==> src/rtl/core/wsed_pkg.sv <==
`timescale 1ns / 1ps
// Shared constants and types for the windowed strict extremum detector.
// No dependencies; every other file of the block imports this package.
package wsed_pkg;

    localparam int DEF_MAX_WINDOW = 16;
    localparam int DEF_MAX_LENGTH = 4096;

    localparam int SAMPLE_W  = 32;
    localparam int POS_W     = 12;
    localparam int CFG_W     = 5;
    localparam int CFG_IDX_W = 1;
    localparam int S_TDATA_W = 32;
    localparam int M_TDATA_W = 16;

    // Configuration register indexes.
    localparam logic [CFG_IDX_W-1:0] REG_WINDOW = 1'b0;
    localparam logic [CFG_IDX_W-1:0] REG_MODE   = 1'b1;

    // Control of the left-verdict delay line.
    typedef struct packed {
        logic shift;
        logic clear;
    } chain_ctl_t;

endpackage

==> src/rtl/core/windowed_strict_extremum_detector_top.sv <==
`timescale 1ns / 1ps
// Windowed strict extremum detector, top level.
// Depends on wsed_pkg, wsed_chain and wsed_cell.
//
// Profile samples enter on the s_ channel (tdata = sample, tlast = end of
// profile). Verdicts leave on the m_ channel, one item per position:
// tdata = {pad, is_peak, position}, tlast = verdict for the last position.
// A verdict for position i is produced when sample i+W is accepted, where W is
// the window clamped to MAX_WINDOW; it reaches m_tvalid in the next cycle.
// A new sample can be taken in any cycle in which s_tready is high.
// The end of a profile copies the delay line into a flush register and then
// emits min(j, W)+1 verdicts, one per cycle while the queue is not full, from a
// two-entry output queue; s_tready is low until the flush ends. The delay line
// is a row of one-bit cells, so its depth sets the longest flush.
// When the receiver stalls, one more sample is still taken (the queue has two
// entries); after that s_tready falls until a verdict is taken.
// Reset (aresetn low, synchronous) empties the queue, clears the profile
// state and sets window to 1 and mode to minima. The user writes registers through
// cfg_we/cfg_index/cfg_wdata only while no profile item is in flight (not enforced).
module windowed_strict_extremum_detector_top import wsed_pkg::*; #(
    parameter int MAX_WINDOW = DEF_MAX_WINDOW,
    parameter int MAX_LENGTH = DEF_MAX_LENGTH
) (
    input  logic                 aclk,
    input  logic                 aresetn,
    // Configuration write port.
    input  logic                 cfg_we,
    input  logic [CFG_IDX_W-1:0] cfg_index,
    input  logic [CFG_W-1:0]     cfg_wdata,
    // Sample input.
    input  logic                 s_tvalid,
    output logic                 s_tready,
    input  logic [S_TDATA_W-1:0] s_tdata,   // [31:0] sample
    input  logic                 s_tlast,
    // Verdict output.
    output logic                 m_tvalid,
    input  logic                 m_tready,
    output logic [M_TDATA_W-1:0] m_tdata,   // [11:0] position, [12] is_peak, rest zero
    output logic                 m_tlast
);

    localparam int WW    = $clog2(MAX_WINDOW + 1);
    localparam int IW    = (MAX_WINDOW > 1) ? $clog2(MAX_WINDOW) : 1;
    localparam int CNT_W = $clog2(MAX_LENGTH);
    localparam int CW    = (CNT_W > WW) ? CNT_W : WW;

    // Configuration.
    logic [CFG_W-1:0] window_reg;
    logic             mode_reg;

    always_ff @(posedge aclk) begin
        if (!aresetn) begin
            window_reg <= CFG_W'(1);
            mode_reg   <= 1'b0;
        end else if (cfg_we) begin
            case (cfg_index)
                REG_WINDOW: window_reg <= cfg_wdata;
                REG_MODE:   mode_reg   <= cfg_wdata[0];
                default: ;
            endcase
        end
    end

    // Profile state.
    logic signed [SAMPLE_W-1:0] prev_reg;
    logic [CNT_W-1:0]           count_reg;
    logic [WW-1:0]              fall_reg;
    logic [WW-1:0]              rise_reg;

    // Flush state.
    logic                  flushing_reg;
    logic [WW-1:0]         flush_d_reg;
    logic [CNT_W-1:0]      flush_j_reg;
    logic [WW-1:0]         flush_away_reg;
    logic [MAX_WINDOW-1:0] flush_taps_reg;

    // Output queue.
    logic [POS_W-1:0] q_pos_reg  [2];
    logic             q_peak_reg [2];
    logic             q_fin_reg  [2];
    logic             head_reg;
    logic [1:0]       qcnt_reg;

    logic signed [SAMPLE_W-1:0] sample;
    logic                  s_fire, m_fire, first, end_item;
    logic [WW-1:0]         w, fall_next, rise_next, into, away, lim, w_m1, d_m1;
    logic [CW-1:0]         jx, wx;
    logic                  cur_left, l_now, emit_now, flush_fire, push;
    logic [MAX_WINDOW-1:0] taps;
    chain_ctl_t            chain_ctl;
    logic [POS_W-1:0]      push_pos;
    logic                  push_peak, push_fin, wr_idx;

    assign sample = s_tdata[SAMPLE_W-1:0];
    assign s_fire = s_tvalid && s_tready;
    assign m_fire = m_tvalid && m_tready;
    assign first  = (count_reg == '0);

    assign w  = (int'(window_reg) > MAX_WINDOW) ? WW'(MAX_WINDOW) : WW'(window_reg);
    assign jx = CW'(count_reg);
    assign wx = CW'(w);

    // Strict run counters, saturating at the largest window.
    always_comb begin
        if (first || !(sample < prev_reg)) begin
            fall_next = '0;
        end else if (fall_reg >= WW'(MAX_WINDOW)) begin
            fall_next = WW'(MAX_WINDOW);
        end else begin
            fall_next = fall_reg + 1'b1;
        end
        if (first || !(sample > prev_reg)) begin
            rise_next = '0;
        end else if (rise_reg >= WW'(MAX_WINDOW)) begin
            rise_next = WW'(MAX_WINDOW);
        end else begin
            rise_next = rise_reg + 1'b1;
        end
    end

    assign into     = mode_reg ? rise_next : fall_next;
    assign away     = mode_reg ? fall_next : rise_next;
    assign lim      = (jx < wx) ? WW'(jx) : w;
    assign cur_left = !first && (into >= lim);
    assign end_item = s_tlast || (count_reg >= CNT_W'(MAX_LENGTH - 1));

    assign chain_ctl.shift = s_fire && !end_item;
    assign chain_ctl.clear = s_fire && end_item;

    wsed_chain #(
        .MAX_WINDOW (MAX_WINDOW)
    ) u_chain (
        .aclk    (aclk),
        .aresetn (aresetn),
        .ctl     (chain_ctl),
        .left_in (cur_left),
        .taps    (taps)
    );

    // Steady-state verdict for position j-W.
    assign w_m1     = w - 1'b1;
    assign l_now    = (w == '0) ? cur_left : taps[w_m1[IW-1:0]];
    assign emit_now = s_fire && !end_item && (jx >= wx);

    // Flush verdict for position j-d.
    assign d_m1       = flush_d_reg - 1'b1;
    assign flush_fire = flushing_reg && (qcnt_reg != 2'd2);

    always_comb begin
        if (flush_fire) begin
            push_pos  = POS_W'(CW'(flush_j_reg) - CW'(flush_d_reg));
            push_peak = (flush_d_reg != '0) && flush_taps_reg[d_m1[IW-1:0]]
                        && (flush_away_reg >= flush_d_reg);
            push_fin  = (flush_d_reg == '0);
        end else begin
            push_pos  = POS_W'(jx - wx);
            push_peak = l_now && (away >= w);
            push_fin  = 1'b0;
        end
    end

    assign push     = emit_now || flush_fire;
    assign s_tready = !flushing_reg && (qcnt_reg != 2'd2);

    always_ff @(posedge aclk) begin
        if (!aresetn) begin
            count_reg    <= '0;
            fall_reg     <= '0;
            rise_reg     <= '0;
            flushing_reg <= 1'b0;
        end else begin
            if (s_fire) begin
                if (end_item) begin
                    count_reg    <= '0;
                    fall_reg     <= '0;
                    rise_reg     <= '0;
                    flushing_reg <= 1'b1;
                end else begin
                    count_reg <= count_reg + 1'b1;
                    fall_reg  <= fall_next;
                    rise_reg  <= rise_next;
                end
            end else if (flush_fire && (flush_d_reg == '0)) begin
                flushing_reg <= 1'b0;
            end
        end
    end

    always_ff @(posedge aclk) begin
        if (s_fire) begin
            prev_reg <= sample;
        end
        if (s_fire && end_item) begin
            flush_d_reg    <= lim;
            flush_j_reg    <= count_reg;
            flush_away_reg <= away;
            flush_taps_reg <= taps;
        end else if (flush_fire) begin
            flush_d_reg <= d_m1;
        end
    end

    // Two-entry output queue: a finished verdict can wait while a sample enters.
    assign wr_idx = head_reg ^ qcnt_reg[0];

    always_ff @(posedge aclk) begin
        if (push) begin
            q_pos_reg[wr_idx]  <= push_pos;
            q_peak_reg[wr_idx] <= push_peak;
            q_fin_reg[wr_idx]  <= push_fin;
        end
    end

    always_ff @(posedge aclk) begin
        if (!aresetn) begin
            head_reg <= 1'b0;
            qcnt_reg <= 2'd0;
        end else begin
            if (m_fire) begin
                head_reg <= ~head_reg;
            end
            qcnt_reg <= qcnt_reg + {1'b0, push} - {1'b0, m_fire};
        end
    end

    assign m_tvalid = (qcnt_reg != 2'd0);
    assign m_tdata  = {{(M_TDATA_W - POS_W - 1){1'b0}}, q_peak_reg[head_reg],
                       q_pos_reg[head_reg]};
    assign m_tlast  = q_fin_reg[head_reg];

    // The queue never holds more than two verdicts.
    a_qcnt_bound: assert property (@(posedge aclk) disable iff (!aresetn)
        qcnt_reg != 2'd3)
        else $error("output queue count out of range");

    // No sample is taken while a flush is running.
    a_no_accept_in_flush: assert property (@(posedge aclk) disable iff (!aresetn)
        flushing_reg |-> !s_tready)
        else $error("sample accepted during flush");

    // An end-of-profile sample always starts a flush.
    a_end_starts_flush: assert property (@(posedge aclk) disable iff (!aresetn)
        (s_fire && end_item) |=> (flushing_reg && count_reg == '0))
        else $error("end of profile did not start a flush");

    // A flush never starts deeper than the largest window.
    a_flush_depth: assert property (@(posedge aclk) disable iff (!aresetn)
        flushing_reg |-> (flush_d_reg <= WW'(MAX_WINDOW)))
        else $error("flush depth beyond window");

endmodule

==> src/rtl/core/wsed_cell.sv <==
`timescale 1ns / 1ps
// One stage of the left-verdict delay line: holds one verdict bit.
// Depends on wsed_pkg for the chain control struct.
module wsed_cell import wsed_pkg::*; (
    input  logic       aclk,
    input  logic       aresetn,
    input  chain_ctl_t ctl,
    input  logic       d_in,
    output logic       q_out
);

    logic bit_reg;

    always_ff @(posedge aclk) begin
        if (!aresetn) begin
            bit_reg <= 1'b0;
        end else if (ctl.clear) begin
            bit_reg <= 1'b0;
        end else if (ctl.shift) begin
            bit_reg <= d_in;
        end
    end

    assign q_out = bit_reg;

endmodule

==> src/rtl/core/wsed_chain.sv <==
`timescale 1ns / 1ps
// Row of wsed_cell stages holding the left verdicts of the newest positions.
// Depends on wsed_pkg and wsed_cell.
module wsed_chain import wsed_pkg::*; #(
    parameter int MAX_WINDOW = DEF_MAX_WINDOW
) (
    input  logic                  aclk,
    input  logic                  aresetn,
    input  chain_ctl_t            ctl,
    input  logic                  left_in,
    output logic [MAX_WINDOW-1:0] taps
);

    logic [MAX_WINDOW:0] link;

    assign link[0] = left_in;

    for (genvar k = 0; k < MAX_WINDOW; k++) begin : g_cell
        wsed_cell u_cell (
            .aclk    (aclk),
            .aresetn (aresetn),
            .ctl     (ctl),
            .d_in    (link[k]),
            .q_out   (link[k+1])
        );
    end

    assign taps = link[MAX_WINDOW:1];

endmodule
==> config.mk <==
export PLATFORM = sky130hd
export DESIGN_NAME = windowed_strict_extremum_detector_top
export DESIGN_NICKNAME = d
export VERILOG_FILES = /design/src/rtl/core/wsed_pkg.sv /design/src/rtl/core/windowed_strict_extremum_detector_top.sv /design/src/rtl/core/wsed_cell.sv /design/src/rtl/core/wsed_chain.sv
export SDC_FILE = /design/constraint.sdc
export NUM_CORES = 1
export LEC_CHECK = 0
export BUFFER_PORTS_ARGS = -buffer_cell sky130_fd_sc_hd__buf_2
export CAP_MARGIN = 40
export CORE_MARGIN = 2
export CORE_UTILIZATION = 55
export DETAILED_ROUTE_END_ITERATION = 16
export HOLD_SLACK_MARGIN = 0.06
export PLACE_DENSITY = 0.72
export SLEW_MARGIN = 20
export SYNTH_ARGS = -nofsm -noshare
export SYNTH_HDL_FRONTEND = slang
export SYNTH_SLANG_ARGS = --single-unit
==> constraint.sdc <==
create_clock -name aclk -period 4.45 [get_ports aclk]
set_input_delay 0.2225 -clock aclk [delete_from_list [all_inputs] [get_ports aclk]]
set_output_delay 0.2225 -clock aclk [all_outputs]
set_load 0.02 [all_outputs]
==> results.json, run 1 <==
{
  "wire_per_inst_microns": 16.5,
  "synth_common_cells": "edfxtp_1, nand2_1, ha_1",
  "clk-insertion-delay-late_ns": 0.42,
  "routed_wirelength_microns": 16900,
  "p_leak_uw": 0.00380,
  "reg2reg_to": "q_peak_reg[0]$_DFFE_PP_",
  "drv_cap": 0,
  "synth-xor-area-share": 0.0404,
  "stdcell_area_sq_um": 9570,
  "hold_class": "input port to flip-flop",
  "synth_top_family_by_area": "simple AND/OR/NAND/NOR gates",
  "arrival_ns": 4.57,
  "ys_ff_latch": 147,
  "cts_tree": "yes",
  "r2r-start": "prev_reg[14]$_DFFE_PP_",
  "firstDrtPassIters": 5,
  "ant_nets": 0,
  "cp.required_ns": 4.62,
  "ys_warn_count": 0,
  "place_congestion": 0.896,
  "critical_path.cell_chain": "dlygate4sd3_1, buf_2, ha_1, nand4_1, nor3_2, a21boi_1, or4_4, a2111oi_4, xnor2_2, nand2b_4, o32a_1, ha_1, nand2b_4, a21o_1, a21o_1, a21oi_1, nor2b_1, o21bai_1, nand2_1, a31o_2",
  "coreArea_sq_um": 13900,
  "netlist_area_sq_um": 7800,
  "cp-startpoint": "s_tdata[6]",
  "numCtsBuffers": 17,
  "largest_reg_flops": 32,
  "cpPeakStageDelay_ns": 0.55,
  "reg2regPathDepth": 19,
  "h-tree-depth": 4,
  "finalCritPeriodShare": 0.988,
  "setup_tns_ns": 0,
  "track_usage": 0.235,
  "grt_pass1_vias": 5736,
  "synthSimpleGateAreaFrac": 0.139,
  "power_density_nw_per_um2": 471,
  "drc": 0,
  "criticalPathCategory": "input port to flip-flop",
  "synth-compound-area-share": 0.0917,
  "synth_edf_count": 98,
  "final_max_slew_viol_count": 0,
  "nets": 945,
  "cp_slowest_cell": "or4_4",
  "dp_slack_ns": 0.165,
  "ir_drop_mv": 0.276,
  "ys_seq_area_frac": 0.503,
  "placed_area_sq_um": 8330,
  "synth_area_leaders": "edfxtp_1, dfxtp_1, ha_1",
  "synth_ff_type": "edfxtp_1",
  "avgSynthCellArea_sq_um": 10.8,
  "diodes": 0,
  "die_area_sq_um": 15200,
  "layout-drive-gt1-share": 0.182,
  "gr-total-overflow": 0,
  "dieHeight_microns": 123,
  "worst_pin_slew_ns": 0.806,
  "clock_path_buffers": 2,
  "end_kind": "flip-flop",
  "avgViaCountPerCell": 5.53,
  "fin_skew_ns": 0.00662,
  "finish.utilization": 0.689,
  "ys_types": 53,
  "vias": 5663,
  "endpoint": "q_peak_reg[0]$_DFFE_PP_",
  "grt_setup_unrepaired": "yes",
  "antenna_found_initial": 0,
  "total_power_uw": 4510,
  "worst-path-max-fanout": 4,
  "outcome": "complete, no violations",
  "synth_top_area_frac": 0.377,
  "synthArstFlopShare": 0,
  "r2r_setup_slack_ns": 0.12,
  "ioPinCount": 63,
  "area_delta_synth_final_pct": 22.6,
  "setup_slack_ns": 0.0519,
  "root_buffer": "clkbuf_16",
  "synth_cells": 722,
  "yosysMostFrequentCell": "edfxtp_1",
  "start_kind": "input port",
  "synthAdderAreaFrac": 0.114,
  "slew_headroom": 0.459,
  "clock.fmax_mhz": 227,
  "path_clk_slew_ns": 0.06,
  "port_buffers": 59,
  "dpl.hpwl_microns": 11700,
  "synth_area_leader_cell": "edfxtp_1",
  "grt_pass1_wl_microns": 27100,
  "hold_viol_final": 0,
  "rows": 43,
  "setup_violations": 0,
  "start_util": 0.562,
  "drt-initial-drc-count": 353,
  "synth_mux_area_frac": 0.0656,
  "grt_max_degree": 44,
  "die_width_microns": 123,
  "clock_sinks": 147,
  "period_needed_ns": 4.40
}
==> metrics by stage <==
step                      hold WS [ns]  cells
after global placement           0.418    952
after CTS                       0.0774   1021
after global routing            0.0954   1024
after floorplan                  0.321    724
after detailed placement         0.420    952
final                           0.0863   1024
==> kinds of logic after synthesis <==
| family | after synthesis |
|---|---|
| multiplexers | 38 |
| AND/OR/NAND/NOR | 223 |
| adder cells (fa/ha/maj) | 70 |
| flip-flops | 147 |
| AO/OA/AOI/OAI | 116 |
| other | 1 |
| XOR/XNOR | 36 |
| buffers and inverters | 91 |
==> worst min path at each step <==
stage	cells after the start	slack, ns	to	startpoint
final	3	0.09	mode_reg$_SDFFE_PN0P_	cfg_we
after global routing	3	0.1	mode_reg$_SDFFE_PN0P_	cfg_we
after CTS	3	0.08	mode_reg$_SDFFE_PN0P_	cfg_we
after detailed placement	1	0.42	prev_reg[12]$_DFFE_PP_	s_tdata[12]
after global placement	1	0.42	prev_reg[3]$_DFFE_PP_	s_tdata[3]
after floorplan	0	0.32	prev_reg[0]$_DFFE_PP_	s_tdata[0]
==> critical path: cells and delay by family <==
family	cells	cell delay, ns
xor+xnor	1	0.17
simple gates	7	1.18
compound gates	8	1.73
fa+ha+maj	2	0.60
buf+inv	2	0.68
==> where the power goes <==
group	switching (uW)	internal [uW]
Combinational	652	499
Sequential	82.1	1660
Clock	550	1060
Total	1280	3220
==> layer usage <==
layer | global-route usage | wire, microns | vias up
li1 | - | - | 2797
met1 | 0.277 | 6970 | 2674
met2 | 0.412 | 8670 | 148
met3 | 0.0415 | 725 | 44
met4 | 0.117 | 543 | 0
met5 | 0 | 0 | -
==> cell type report <==
type | instances | area, sq um
fill | 1030 | 4310
tap | 180 | 225
multi-input combinational | 486 | 3700
clock buffer | 18 | 439
inverter | 67 | 251
clock inverter | 14 | 230
timing repair buffer | 112 | 798
sequential | 147 | 3920
==> placed cells by master, fill, tap and decap left out, types with 18 or more instances in the layout <==
cell type      netlist  routed
dlygate4sd3_1        0      37
a21oi_1             58      58
dfxtp_1             49      49
ha_1                68      59
nand2_1             75      74
inv_1               66      65
nor2_1              45      44
edfxtp_1            98      98
nand3_1             19      18
buf_2                2      57
xnor2_1             23      22
==> timing repair <==
| action | 4_1_cts | 5_1_grt |
|---|---|---|
| endpoints found under the setup margin | 0 | 3 |
| resized for setup | 0 | 19 |
| buffers inserted | 0 | 4 |
| hold endpoints to repair | 38 | 0 |
| hold buffers | 37 | 0 |
(Power assumes the default switching activity.)
==> inputs of run 2 (changes only) <==
- CELL_PAD_IN_SITES_DETAIL_PLACEMENT: default -> 0
- CELL_PAD_IN_SITES_GLOBAL_PLACEMENT: default -> 1
- CORE_UTILIZATION: 55 -> 49
- PLACE_DENSITY: 0.72 -> 0.78
- SYNTH_HIERARCHICAL: default -> 1
==> results.json, run 2 <==
{
  "hold_viol_final": 0,
  "die_area_sq_um": 17500,
  "wire_per_inst_microns": 16.1,
  "r2r_setup_slack_ns": 0.32,
  "slew_headroom": 0.524,
  "place_congestion": 0.898,
  "power_density_nw_per_um2": 440,
  "worst_pin_slew_ns": 0.712,
  "h-tree-depth": 4,
  "setup_tns_ns": 0,
  "cp-startpoint": "s_tdata[29]",
  "ys_warn_count": 6,
  "synth_mux_area_frac": 0.0948,
  "use_met3": 0.0442,
  "synth-xor-area-share": 0.0446,
  "final_cells": 1025,
  "clock_path_buffers": 2,
  "hp-start": "cfg_we",
  "dp_slack_ns": 0.213,
  "placed_cells": 956,
  "p_leak_uw": 0.00386,
  "ys_seq_area_frac": 0.487,
  "setup_violations": 0,
  "netlist_area_sq_um": 8060,
  "path_clk_slew_ns": 0.06,
  "clk-insertion-delay-late_ns": 0.42,
  "internal_power_uw": 2990,
  "swShare": 0.293,
  "clock_sinks": 147,
  "coreArea_sq_um": 16000,
  "fin_skew_ns": 0.00730,
  "grt_pass1_vias": 5534,
  "synthAdderAreaFrac": 0.111,
  "synth_top_area_frac": 0.365,
  "arrival_ns": 4.38,
  "die_width_microns": 132,
  "synthSimpleGateAreaFrac": 0.138,
  "root_buffer": "clkbuf_16",
  "whs_ns": 0.0931,
  "synth_edf_count": 98,
  "dieHeight_microns": 132,
  "ys_ff_latch": 147,
  "outcome": "complete, no violations",
  "seqPwrFrac": 0.413,
  "gr-total-overflow": 0,
  "antenna_found_initial": 0,
  "firstDrtPassIters": 6,
  "hold_class": "input port to flip-flop",
  "seqCellArea_sq_um": 3920,
  "grt_pass1_wl_microns": 27200,
  "fillerInstances": 1319,
  "drv_cap": 0,
  "final_common_cell": "edfxtp_1",
  "grt_use_met1": 0.247,
  "worst-path-max-fanout": 16,
  "ioPinCount": 63,
  "nets": 910,
  "synth_area_leader_cell": "edfxtp_1",
  "ys_types": 67,
  "reg2regPathDepth": 17,
  "synth_common_cells": "edfxtp_1, ha_1, inv_1",
  "synth_cells": 692,
  "clock.fmax_mhz": 236,
  "synthArstFlopShare": 0,
  "vias": 5461,
  "port_buffers": 59,
  "synth_top_family_by_area": "simple AND/OR/NAND/NOR gates",
  "rows": 46,
  "period_needed_ns": 4.24,
  "busiest_layer": "met2",
  "drc": 0,
  "synth_area_leaders": "edfxtp_1, dfxtp_1, ha_1",
  "synth_ff_type": "edfxtp_1",
  "synth-compound-area-share": 0.0810,
  "start_kind": "input port",
  "cts_tree": "yes",
  "net-switching-power_uw": 1240,
  "layout-drive-gt1-share": 0.192,
  "ir_drop_mv": 0.288,
  "criticalPathCategory": "input port to flip-flop",
  "start_util": 0.504,
  "numCtsBuffers": 17,
  "avgSynthCellArea_sq_um": 11.6,
  "final_cell_mix": "edfxtp_1, ha_1, inv_1, buf_2, dfxtp_1",
  "end_kind": "flip-flop",
  "final_max_slew_viol_count": 0,
  "avgViaCountPerCell": 5.33,
  "multiInputGateArea_sq_um": 3820,
  "drt-initial-drc-count": 433,
  "dpl.hpwl_microns": 11800,
  "finalCritPeriodShare": 0.953,
  "ant_nets": 0,
  "largest_reg_flops": 32,
  "hold_path_depth": 3,
  "grt_use_met2": 0.331,
  "track_usage": 0.196,
  "p_comb_frac": 0.244,
  "yosysMostFrequentCell": "edfxtp_1",
  "r2r-start": "prev_reg[29]$_DFFE_PP_",
  "grt_max_degree": 45,
  "setup_slack_ns": 0.208,
  "grt_setup_unrepaired": "no",
  "area_delta_synth_final_pct": 19.2,
  "routed_wirelength_microns": 16500,
  "p_clk_frac": 0.342,
  "cp.required_ns": 4.59,
  "diodes": 0
}
run 2: worst max-delay path, stage by stage:
cell and delay, ns:
dlygate4sd3_1 0.53, buf_2 0.14, ha_1 0.31, a21o_1 0.19, a21o_1 0.19, a221oi_2 0.23, o31ai_1 0.14, o21a_2 0.32
or3_4 0.47, o32a_1 0.36, ha_1 0.26, nand2b_1 0.14, a21o_1 0.18, a21o_1 0.18, a21oi_1 0.14, o21bai_1 0.09
a31oi_1 0.18, o31ai_1 0.10
run 2: path summary, 6_finish.rpt:
kind	to
setup reg to reg	q_peak_reg[1]$_DFFE_PP_
setup / recovery	q_peak_reg[1]$_DFFE_PP_
hold reg to reg	flush_taps_reg[15]$_DFFE_PP_
hold / removal	mode_reg$_SDFFE_PN0P_
run 2: per-stage QoR:
step           utilization  cell area [sq um]  power (uW)
2_1_floorplan            -               8070        2490
3_3_place_gp         0.538               8610        2740
3_5_place_dp         0.538               8610        2780
4_1_cts              0.599               9590        4260
5_1_grt              0.600               9610        4440
6_report             0.600               9610        4230
run 2: kinds of logic after synthesis:
family                     Yosys count
and+or+nand+nor                    188
DFF                                147
AOI/OAI and AO/OA                   94
buffers and inverters               88
adders and majority gates           70
muxes                               63
xor gates and xnor gates            41
other                                1
run 2: area by class of cell:
cell class              instances  share of cell area
clock inverters                 9             0.00925
well taps                     216              0.0281
flip-flops and latches        147               0.408
inverters                      66              0.0258
multi-input cells             459               0.398
repair buffers                105              0.0763
clock buffers                  23              0.0542
run 2: routing by layer:
| layer | up-vias | share of wire |
|---|---|---|
| li1 | 2734 | - |
| met1 | 2592 | 0.46 |
| met2 | 113 | 0.49 |
| met3 | 22 | 0.035 |
| met4 | 0 | 0.017 |
| met5 | - | 0 |
run 2: timing repair:
action | in CTS | in global routing
gates resized for setup | 0 | 3
endpoints found under the hold margin | 38 | 0
endpoints found under the setup margin | 0 | 3
hold buffers | 37 | 0
setup buffers | 0 | 0
run 2: power by group through the flow:
stage / clock network, uW / registers, uW / logic [uW]
after floorplan: 0 / 1740 / 756
after global placement: 0 / 1770 / 975
after detailed placement: 0 / 1780 / 1000
after CTS: 1470 / 1750 / 1040
after global routing: 1530 / 1770 / 1140
final: 1450 / 1750 / 1030
